===== src/memory_map_table_carver_core_macros.svh =====
// Assertion macros for the memory map table carver.
// Used by the top level; expects clk and rst_n in scope.
`ifndef MEMORY_MAP_TABLE_CARVER_CORE_MACROS_SVH
`define MEMORY_MAP_TABLE_CARVER_CORE_MACROS_SVH

// same-cycle implication
`define MMTC_ASSERT_NOW(lbl, ante, cons, msg) \
  lbl: assert property (@(posedge clk) disable iff (!rst_n) (ante) |-> (cons)) else $error(msg);

// next-cycle implication
`define MMTC_ASSERT_NEXT(lbl, ante, cons, msg) \
  lbl: assert property (@(posedge clk) disable iff (!rst_n) (ante) |=> (cons)) else $error(msg);

`endif


===== src/mmtc_pkg.sv =====
// Shared types, codes and helpers for the memory map table carver.
// No dependencies.
package mmtc_pkg;

  localparam int unsigned MEM_AW_MAX = 10;

  typedef enum logic [1:0] {
    ACT_APPEND = 2'd0,
    ACT_CARVE  = 2'd1,
    ACT_READ   = 2'd2,
    ACT_CLEAR  = 2'd3
  } action_t;

  localparam logic [1:0] ST_OK   = 2'd0;
  localparam logic [1:0] ST_IDX  = 2'd1;
  localparam logic [1:0] ST_FULL = 2'd2;

  typedef struct packed {
    logic [7:0]  kind;
    logic [63:0] length;
    logic [63:0] base;
  } entry_t;

  typedef struct packed {
    logic                  rd_en;
    logic [MEM_AW_MAX-1:0] rd_addr;
    logic                  wr_en;
    logic [MEM_AW_MAX-1:0] wr_addr;
    entry_t                wr_data;
  } mem_req_t;

  // end of [b, b+l), saturated at the top of the address space
  function automatic logic [63:0] sat_end(input logic [63:0] b, input logic [63:0] l);
    logic [64:0] s;
    s = {1'b0, b} + {1'b0, l};
    return s[64] ? {64{1'b1}} : s[63:0];
  endfunction

endpackage


===== src/mmtc_if.sv =====
// Handshake channels of the memory map table carver: request and result.
// Depends on nothing.
interface mmtc_in_if;
  logic        valid;
  logic        ready;
  logic [1:0]  action;
  logic [63:0] range_base;
  logic [63:0] range_length;
  logic [7:0]  range_type;
  logic [6:0]  read_index;
  modport source (output valid, action, range_base, range_length, range_type, read_index,
                  input ready);
  modport sink   (input valid, action, range_base, range_length, range_type, read_index,
                  output ready);
endinterface

interface mmtc_out_if;
  logic        valid;
  logic        ready;
  logic [63:0] entry_base;
  logic [63:0] entry_length;
  logic [7:0]  entry_kind;
  logic [6:0]  next_index;
  logic [1:0]  status;
  logic [7:0]  entry_count;
  modport source (output valid, entry_base, entry_length, entry_kind, next_index, status,
                  entry_count, input ready);
  modport sink   (input valid, entry_base, entry_length, entry_kind, next_index, status,
                  entry_count, output ready);
endinterface


===== src/mmtc_ctrl.sv =====
// Sequencer for append, read, clear and the carve walk over the table.
// Depends on mmtc_pkg and drives mmtc_mem through a mem_req_t.
module mmtc_ctrl import mmtc_pkg::*; #(
  parameter int unsigned MAX_ENTRIES = 128,
  parameter int unsigned CNT_W       = 8
) (
  input  logic             clk,
  input  logic             rst_n,
  input  logic [7:0]       avail,
  mmtc_in_if.sink          in_ch,
  mmtc_out_if.source       out_ch,
  output mem_req_t         mreq,
  input  entry_t           rd_data,
  output logic [CNT_W-1:0] cnt
);
  localparam int unsigned CMP_W = CNT_W + 8;
  localparam logic [CNT_W-1:0] MAXC = CNT_W'(MAX_ENTRIES);

  typedef enum logic [8:0] {
    S_IDLE   = 9'b000000001,
    S_RDWAIT = 9'b000000010,
    S_CLOOP  = 9'b000000100,
    S_CWAIT  = 9'b000001000,
    S_CDEC   = 9'b000010000,
    S_SPLIT2 = 9'b000100000,
    S_SHIFT  = 9'b001000000,
    S_DONE   = 9'b010000000,
    S_SPARE  = 9'b100000000
  } state_t;

  state_t           state_r, state_nxt;
  logic [CNT_W-1:0] cnt_r, cnt_nxt, n_r, n_nxt, i_r, i_nxt, j_r, j_nxt;
  logic [63:0]      s_r, s_nxt, e_r, e_nxt, a_r, a_nxt, b_r, b_nxt;
  logic [7:0]       t_r, t_nxt;
  entry_t           tail_r, tail_nxt;
  logic [63:0]      ob_r, ob_nxt, ol_r, ol_nxt;
  logic [7:0]       ok_r, ok_nxt;
  logic [6:0]       on_r, on_nxt;
  logic [1:0]       st_r, st_nxt;

  logic [CMP_W-1:0] ri_w, nx_w, cnt_w, i_w, j_w, n_w;
  logic             covered, split, front, back;

  assign ri_w  = CMP_W'(in_ch.read_index);
  assign nx_w  = ri_w + CMP_W'(1);
  assign cnt_w = CMP_W'(cnt_r);
  assign i_w   = CMP_W'(i_r);
  assign j_w   = CMP_W'(j_r);
  assign n_w   = CMP_W'(n_r);

  assign covered = (s_r <= a_r) && (b_r <= e_r);
  assign split   = (a_r < s_r) && (e_r < b_r);
  assign front   = (s_r <= a_r) && (a_r < e_r);
  assign back    = (a_r < s_r) && (s_r < b_r);

  always_comb begin
    state_nxt = state_r;
    cnt_nxt = cnt_r; n_nxt = n_r; i_nxt = i_r; j_nxt = j_r;
    s_nxt = s_r; e_nxt = e_r; a_nxt = a_r; b_nxt = b_r; t_nxt = t_r;
    tail_nxt = tail_r;
    ob_nxt = ob_r; ol_nxt = ol_r; ok_nxt = ok_r; on_nxt = on_r; st_nxt = st_r;
    mreq = '0;
    case (state_r)
      S_IDLE: begin
        if (in_ch.valid) begin
          ob_nxt = '0; ol_nxt = '0; ok_nxt = '0; on_nxt = '0; st_nxt = ST_OK;
          state_nxt = S_DONE;
          case (action_t'(in_ch.action))
            ACT_APPEND: begin
              if (cnt_r >= MAXC) begin
                st_nxt = ST_FULL;
              end else begin
                mreq.wr_en   = 1'b1;
                mreq.wr_addr = MEM_AW_MAX'(cnt_r);
                mreq.wr_data = '{kind: in_ch.range_type, length: in_ch.range_length,
                                 base: in_ch.range_base};
                cnt_nxt = cnt_r + CNT_W'(1);
              end
            end
            ACT_CARVE: begin
              s_nxt = in_ch.range_base;
              e_nxt = sat_end(in_ch.range_base, in_ch.range_length);
              n_nxt = cnt_r;
              i_nxt = '0;
              if (in_ch.range_length != 64'd0) begin
                state_nxt = S_CLOOP;
              end
            end
            ACT_READ: begin
              if (ri_w >= cnt_w) begin
                st_nxt = ST_IDX;
                on_nxt = in_ch.read_index;
              end else begin
                mreq.rd_en   = 1'b1;
                mreq.rd_addr = MEM_AW_MAX'(in_ch.read_index);
                on_nxt = (nx_w == cnt_w) ? 7'd0 : nx_w[6:0];
                state_nxt = S_RDWAIT;
              end
            end
            ACT_CLEAR: begin
              cnt_nxt = '0;
            end
            default: begin
              cnt_nxt = cnt_r;
            end
          endcase
        end
      end
      S_RDWAIT: begin
        ob_nxt = rd_data.base;
        ol_nxt = rd_data.length;
        ok_nxt = rd_data.kind;
        state_nxt = S_DONE;
      end
      S_CLOOP: begin
        if (i_r >= n_r) begin
          cnt_nxt = n_r;
          state_nxt = S_DONE;
        end else begin
          mreq.rd_en   = 1'b1;
          mreq.rd_addr = MEM_AW_MAX'(i_r);
          state_nxt = S_CWAIT;
        end
      end
      S_CWAIT: begin
        a_nxt = rd_data.base;
        t_nxt = rd_data.kind;
        b_nxt = sat_end(rd_data.base, rd_data.length);
        state_nxt = S_CDEC;
      end
      S_CDEC: begin
        state_nxt = S_CLOOP;
        if (t_r != avail) begin
          i_nxt = i_r + CNT_W'(1);
        end else if (covered) begin
          if (i_w + CMP_W'(1) < n_w) begin
            // shift the entries above down by one
            mreq.rd_en   = 1'b1;
            mreq.rd_addr = MEM_AW_MAX'(i_r + CNT_W'(1));
            j_nxt = i_r;
            state_nxt = S_SHIFT;
          end else begin
            n_nxt = n_r - CNT_W'(1);
          end
        end else if (split) begin
          if (n_r >= MAXC) begin
            st_nxt = ST_FULL;   // count stays at its old value
            state_nxt = S_DONE;
          end else begin
            mreq.wr_en   = 1'b1;
            mreq.wr_addr = MEM_AW_MAX'(i_r);
            mreq.wr_data = '{kind: t_r, length: s_r - a_r, base: a_r};
            tail_nxt = '{kind: t_r, length: b_r - e_r, base: e_r};
            state_nxt = S_SPLIT2;
          end
        end else if (front) begin
          mreq.wr_en   = 1'b1;
          mreq.wr_addr = MEM_AW_MAX'(i_r);
          mreq.wr_data = '{kind: t_r, length: b_r - e_r, base: e_r};
          i_nxt = i_r + CNT_W'(1);
        end else if (back) begin
          mreq.wr_en   = 1'b1;
          mreq.wr_addr = MEM_AW_MAX'(i_r);
          mreq.wr_data = '{kind: t_r, length: s_r - a_r, base: a_r};
          i_nxt = i_r + CNT_W'(1);
        end else begin
          i_nxt = i_r + CNT_W'(1);
        end
      end
      S_SPLIT2: begin
        mreq.wr_en   = 1'b1;
        mreq.wr_addr = MEM_AW_MAX'(n_r);
        mreq.wr_data = tail_r;
        n_nxt = n_r + CNT_W'(1);
        i_nxt = i_r + CNT_W'(1);
        state_nxt = S_CLOOP;
      end
      S_SHIFT: begin
        mreq.wr_en   = 1'b1;
        mreq.wr_addr = MEM_AW_MAX'(j_r);
        mreq.wr_data = rd_data;
        if (j_w + CMP_W'(2) < n_w) begin
          mreq.rd_en   = 1'b1;
          mreq.rd_addr = MEM_AW_MAX'(j_r + CNT_W'(2));
          j_nxt = j_r + CNT_W'(1);
        end else begin
          n_nxt = n_r - CNT_W'(1);
          state_nxt = S_CLOOP;   // revisit the same index
        end
      end
      S_DONE: begin
        if (out_ch.ready) begin
          state_nxt = S_IDLE;
        end
      end
      default: begin
        state_nxt = S_IDLE;
      end
    endcase
  end

  always_ff @(posedge clk) begin
    if (!rst_n) begin
      state_r <= S_IDLE;
      cnt_r   <= '0;
    end else begin
      state_r <= state_nxt;
      cnt_r   <= cnt_nxt;
    end
    n_r <= n_nxt; i_r <= i_nxt; j_r <= j_nxt;
    s_r <= s_nxt; e_r <= e_nxt; a_r <= a_nxt; b_r <= b_nxt; t_r <= t_nxt;
    tail_r <= tail_nxt;
    ob_r <= ob_nxt; ol_r <= ol_nxt; ok_r <= ok_nxt; on_r <= on_nxt; st_r <= st_nxt;
  end

  logic [CNT_W+7:0] cnt_ext;
  assign cnt_ext = (CNT_W + 8)'(cnt_r);

  assign in_ch.ready         = (state_r == S_IDLE);
  assign out_ch.valid        = (state_r == S_DONE);
  assign out_ch.entry_base   = ob_r;
  assign out_ch.entry_length = ol_r;
  assign out_ch.entry_kind   = ok_r;
  assign out_ch.next_index   = on_r;
  assign out_ch.status       = st_r;
  assign out_ch.entry_count  = cnt_ext[7:0];
  assign cnt                 = cnt_r;
endmodule


===== src/flat_wrapper.sv =====
// flat-port wrapper written by rule: the top's interface ports become plain ports
module mmtc_ctrl_flat import mmtc_pkg::*;
#(
  parameter int unsigned MAX_ENTRIES = 128,
  parameter int unsigned CNT_W       = 8
)
  (clk, rst_n, avail, mreq, rd_data, cnt, in_ch_valid, in_ch_action, in_ch_range_base, in_ch_range_length, in_ch_range_type, in_ch_read_index, in_ch_ready, out_ch_valid, out_ch_entry_base, out_ch_entry_length, out_ch_entry_kind, out_ch_next_index, out_ch_status, out_ch_entry_count, out_ch_ready);
  mmtc_in_if in_ch_i ();
  mmtc_out_if out_ch_i ();
  input  logic clk;
  input  logic rst_n;
  input  logic [7:0] avail;
  output mem_req_t mreq;
  input  entry_t rd_data;
  output logic [CNT_W-1:0] cnt;
  input wire logic [$bits(in_ch_i.valid)-1:0] in_ch_valid;
  input wire logic [$bits(in_ch_i.action)-1:0] in_ch_action;
  input wire logic [$bits(in_ch_i.range_base)-1:0] in_ch_range_base;
  input wire logic [$bits(in_ch_i.range_length)-1:0] in_ch_range_length;
  input wire logic [$bits(in_ch_i.range_type)-1:0] in_ch_range_type;
  input wire logic [$bits(in_ch_i.read_index)-1:0] in_ch_read_index;
  output wire logic [$bits(in_ch_i.ready)-1:0] in_ch_ready;
  output wire logic [$bits(out_ch_i.valid)-1:0] out_ch_valid;
  output wire logic [$bits(out_ch_i.entry_base)-1:0] out_ch_entry_base;
  output wire logic [$bits(out_ch_i.entry_length)-1:0] out_ch_entry_length;
  output wire logic [$bits(out_ch_i.entry_kind)-1:0] out_ch_entry_kind;
  output wire logic [$bits(out_ch_i.next_index)-1:0] out_ch_next_index;
  output wire logic [$bits(out_ch_i.status)-1:0] out_ch_status;
  output wire logic [$bits(out_ch_i.entry_count)-1:0] out_ch_entry_count;
  input wire logic [$bits(out_ch_i.ready)-1:0] out_ch_ready;
  assign in_ch_i.valid = in_ch_valid;
  assign in_ch_i.action = in_ch_action;
  assign in_ch_i.range_base = in_ch_range_base;
  assign in_ch_i.range_length = in_ch_range_length;
  assign in_ch_i.range_type = in_ch_range_type;
  assign in_ch_i.read_index = in_ch_read_index;
  assign in_ch_ready = in_ch_i.ready;
  assign out_ch_valid = out_ch_i.valid;
  assign out_ch_entry_base = out_ch_i.entry_base;
  assign out_ch_entry_length = out_ch_i.entry_length;
  assign out_ch_entry_kind = out_ch_i.entry_kind;
  assign out_ch_next_index = out_ch_i.next_index;
  assign out_ch_status = out_ch_i.status;
  assign out_ch_entry_count = out_ch_i.entry_count;
  assign out_ch_i.ready = out_ch_ready;
  mmtc_ctrl #(.MAX_ENTRIES(MAX_ENTRIES), .CNT_W(CNT_W)) u_core (.clk(clk), .rst_n(rst_n), .avail(avail), .in_ch(in_ch_i), .out_ch(out_ch_i), .mreq(mreq), .rd_data(rd_data), .cnt(cnt));
endmodule

===== config.mk =====
export PLATFORM = sky130hd
export DESIGN_NAME = mmtc_ctrl_flat
export DESIGN_NICKNAME = d
export VERILOG_FILES = /design/src/memory_map_table_carver_core_macros.svh /design/src/mmtc_pkg.sv /design/src/mmtc_if.sv /design/src/mmtc_ctrl.sv /design/src/flat_wrapper.sv
export SDC_FILE = /design/constraint.sdc
export NUM_CORES = 2
export LEC_CHECK = 0
export BUFFER_PORTS_ARGS = -buffer_cell sky130_fd_sc_hd__buf_4
export CORE_AREA = 4 4 336 338
export DETAILED_ROUTE_END_ITERATION = 8
export DIE_AREA = 0 0 340 342
export PLACE_DENSITY = 0.62
export SETUP_SLACK_MARGIN = 0.02
export SYNTH_ARGS = -nofsm -noshare
export SYNTH_HDL_FRONTEND = slang
export SYNTH_SLANG_ARGS = --single-unit

===== constraint.sdc =====
create_clock -name clk -period 25 [get_ports clk]
set_input_delay 2.5 -clock clk [delete_from_list [all_inputs] [get_ports clk]]
set_output_delay 2.5 -clock clk [all_outputs]
set_load 0.01 [all_outputs]

* Word-level counts from Yosys, hierarchy flattened
Cells that the tools add are included.
** Word-level totals
- Register bits :: 586
- Bits of input ports :: 293
- Output and inout port bits :: 321
- Logic and storage cells :: 168
** Operators by class
- Add/subtract/negate cells :: 14
- Order comparisons :: 12
- Eq/ne operators :: 30
- Multiplexer cells :: 69
- Bitwise operators :: 3
- Reduce and logical (&&, ||, !) cells :: 22
** Operator list (number)
- $mux 147 :: 7
- $pmux 147 s4 :: 1
- $mux 158 :: 2
- $lt 64x64->1 :: 4
- $pmux 64 s2 :: 2
- $mux 8 :: 23
- $add 64x64->65 :: 2
- $le 64x64->1 :: 2
- $sub 64x64->64 :: 2
- $pmux 9 s8 :: 1
- $mux 11 :: 6
- $mux 64 :: 1
- $pmux 8 s2 :: 4
- $reduce_bool 64->1 :: 1
- $mux 9 :: 6
- $pmux 11 s4 :: 1
- $add 8x1->8 const B :: 4
- $lt 16x8->1 :: 2
- $pmux 8 s4 :: 1
- $pmux 8 s3 :: 1
- $mux 7 :: 3
- $reduce_and 5->1 :: 4
- $add 8x1->9 const B :: 2
- $add 8x2->9 const B :: 2
- 35 further kinds :: 66

* Longest topological paths before layout
- Depth in word-level cells :: 8
- Gate-level depth with buffers :: 18

* Worst setup path after synthesis
OpenSTA, ideal clock, no wires.
- Path kind :: flip-flop to flip-flop
- Start :: register u_core.state_r[7]
- End :: register u_core.state_r[7]
- Setup time :: 0.059 ns
- Arrival time :: 12.097 ns
- Required time :: 24.941 ns
- Setup slack :: 12.844 ns
- Stages on the path, launching flop included :: 9
- Path through :: dfxtp_1 > nor4_1 > nand2_1 > nor3b_1 > or4_1 > mux2i_1 > nand2b_1 > a31oi_1 > o31a_1
** Between the ends
- Longest elaborated chain between the ends :: 3
** RTL lines
- from (decl) :: line mmtc_ctrl.sv:31 : state_t state_r, state_nxt;
- from (signal assigned) :: line mmtc_ctrl.sv:207 : state_r <= state_nxt;
- $eq 9x8->1, or another cell as far along :: line mmtc_ctrl.sv:63 : case (state_r)
- $ne 2x1->1 (no line) / $ne 2x2->1 (equally long branches)
- $reduce_and 3->1 (no line)
Parallel ways exist; a longest one is shown, timed or not.
A chain may end at the register's enable or synchronous reset.

==> reports/metrics.yaml <==
ir_drop_v: 0.0000489
nNetsFinal: 5841
critPathLaunchType: "flop"
cts_buffer_depth: 3
clock_skew_ps: 35.7
ys_warn_count: 0
rows: 122
setup_ws_ps: 15770
avgSynthCellArea_um2: 9.47
first_pass_iters: 8
fin_total_pwr_w: 0.00284
syn_inst: 4618
initial_core_util_pct: 39.7
grt_pass1_vias: 38600
slew_violations: 0
clk_pin_slew_ps: 60
antenna_found_initial: 5
status: "complete, no violations"
async_flop_share_pct: 0
gr-total-overflow: 0
p_per_area_nw_per_um2: 54.6
num_vias: 40700
crit_path_frequent_cell: "a21oi_1"
maxCapViolCount: 0
yosysTopAreaCell: "edfxtp_1"
io_pins: 614
clockRootBuffer: "clkbuf_16"
cts.sinks: 585
synth_area_leaders: "edfxtp_1 39%, ha_1 12%, nand2_1 4.4%, a21oi_1 4.2%, xnor2_1 3.2%"
finalCriticalPeriod_ps: 9230
ys_seq_area_share_pct: 39.8
syn2layout_area_growth_pct: 19.0
synth_edf_count: 569
fillCellCount: 10500
dp_hpwl_mm: 145
critPathCaptureType: "output pin"
cts_htree_levels: 3
rsz0062_at_grt: "false"
drc_errors: 0
wl_per_cell_um: 28.2
grt_use_total_pct: 30.9
post_cts_buffers: 0
crit_chain: "inv_1 -> ha_1 -> inv_1 -> fa_1 -> a21oi_1 -> o211ai_1 -> a21oi_1 -> o21a_1 -> o21ai_2 -> a21oi_1 -> o22a_1 -> and2_1 -> and3_2 -> inv_2 -> buf_4 -> o211ai_1 -> buf_4"
ys_seq_elements: 585
ctsHoldBuffers: 0
cp_slowest_stage_delay_ps: 770
grt_max_degree: 144
min_period_over_period_pct: 36.9
dp_slack_ps: 16380
path_class: "flop to output pin"
synth_cell_types: 97
cts_tree: "built"
post_cts_resized: 0
seqCellArea_um2: 17400
coreArea_um2: 110000
drtIter0Drc: 5133
setup_viol: 0
postRouteAntennaNets: 0
p_leak_nw: 22.1
grt_pass1_wl_mm: 267
synthFlopType: "edfxtp_1"
cp.required_ps: 22500
arrival_ps: 6730
hp-class: "flop to flop"
critPathSlowestCell: "and2_1"
port_buffers: 609
cts_made_buffers: 75
dieArea_um2: 116000
fin_util_pct: 47.3
die_w_um: 340
synth_top_area_share_pct: 39.1
place_congestion: 1.05
yosysMostFrequentCell: "edfxtp_1"
via_per_inst: 6.11
hold_viol_final: 0
drive_gt1_share_pct: 15.8
max-slew-margin-rel_pct: 17.1
tightest_slew_ps: 1240
die_y_um: 342
finalSetupTns_ps: 0
clock_latency_ps: 680
netlist_top_cells_count: "569 x edfxtp_1, 509 x nand2_1, 428 x ha_1"
syn-cell-area_um2: 43700
fmax_mhz: 108
cp_max_fo: 59
routed_wl_mm: 188
multi_input_comb_area_um2: 24200
## routing by layer
| layer | track usage [%] | vias up | share of wire, % |
|---|---|---|---|
| met4 | 12.7 | 4 | 4.9 |
| li1 | - | 18300 | - |
| met2 | 48.8 | 2339 | 45 |
| met1 | 41.5 | 19700 | 41 |
| met5 | 0 | - | 0.013 |
| met3 | 6.13 | 409 | 9.3 |
## per-stage QoR
step                      std cells  hold WS [ps]  instance area, um^2
final                          6666           441                52100
after floorplan                4621           426                43800
after global placement         6526           428                49600
after global routing           6664           458                52100
after CTS                      6664           441                52100
after detailed placement       6526           432                49600
## cell families after synthesis
logic type / after synthesis / synth area share [%]
AOI/OAI and AO/OA: 1445 / 22.4
and+or+nand+nor: 1324 / 14.7
DFF: 585 / 39.8
buffers and inverters: 547 / 4.97
adders and majority gates: 433 / 12.5
xor gates and xnor gates: 273 / 5.47
muxes: 10 / 0.240
other: 1 / 0.00857
## cells in the final DEF (no fill, tap or decap), types with 34 or more instances in the layout
master / count
and3_1: 35
ha_1: 428
a21oi_1: 366
nor2_1: 192
nand2_1: 508
o21ai_0: 267
nand3_1: 94
clkbuf_16: 77
a22o_1: 78
inv_1: 324
nand2b_1: 46
o211ai_1: 52
a31oi_1: 35
and2_1: 162
o21a_1: 34
a221oi_1: 82
a222oi_1: 47
xor2_1: 114
xnor2_1: 159
o21bai_1: 38
buf_4: 633
a211oi_1: 37
edfxtp_1: 569
nor3_1: 45
nor2b_1: 40
a21o_1: 170
a22oi_1: 37
nand4_1: 98
## state kept, by name (all words and copies together) (netlist names)
signal	flops
u_core.s_r	64
u_core.cnt	8
u_core.tail_r	136
u_core.out_ch.entry_kind	8
u_core.i_r	8
u_core.out_ch.status	2
u_core.n_r	8
u_core.b_r	64
u_core.out_ch.entry_length	64
u_core.j_r	8
u_core.state_r	8
u_core.e_r	64
u_core.out_ch.entry_base	64
u_core.out_ch.next_index	7
u_core.t_r	8
u_core.a_r	64
## worst max-delay path: cells and delay by family (launching register included)
family          cells  cell delay [ps]
compound gates      8             2560
simple gates        2             1520
buf+inv             5              920
fa+ha+maj           2              580
flops               1              380
## area by class of cell
class | count | area share (%)
clock inverter | 51 | 1.04
multi-input combinational | 3489 | 46.6
clock buffer | 87 | 3.77
tap | 1488 | 3.58
antenna | 2 | 0.00961
inverter | 328 | 2.38
timing repair buffer | 636 | 9.24
sequential | 585 | 33.4
## path summary, 6_finish.rpt
kind / cells past startpoint / start / slack, ps / end
setup / recovery: 17 / u_core.s_r[0] / 15770 / mreq[36]
hold / removal: 0 / u_core.e_r[22] / 440 / u_core.tail_r[22]
setup reg to reg: 13 / u_core.a_r[21] / 19640 / u_core.tail_r[127]
hold reg to reg: 0 / u_core.e_r[22] / 440 / u_core.tail_r[22]
## where the power goes
group | internal (W) | total [W] | switching, W
Sequential | 0.00112 | 0.00114 | 0.0000151
Clock | 0.000662 | 0.00114 | 0.000478
Combinational | 0.000212 | 0.000566 | 0.000354
No activity file was read; power rests on OpenSTA's default activity.
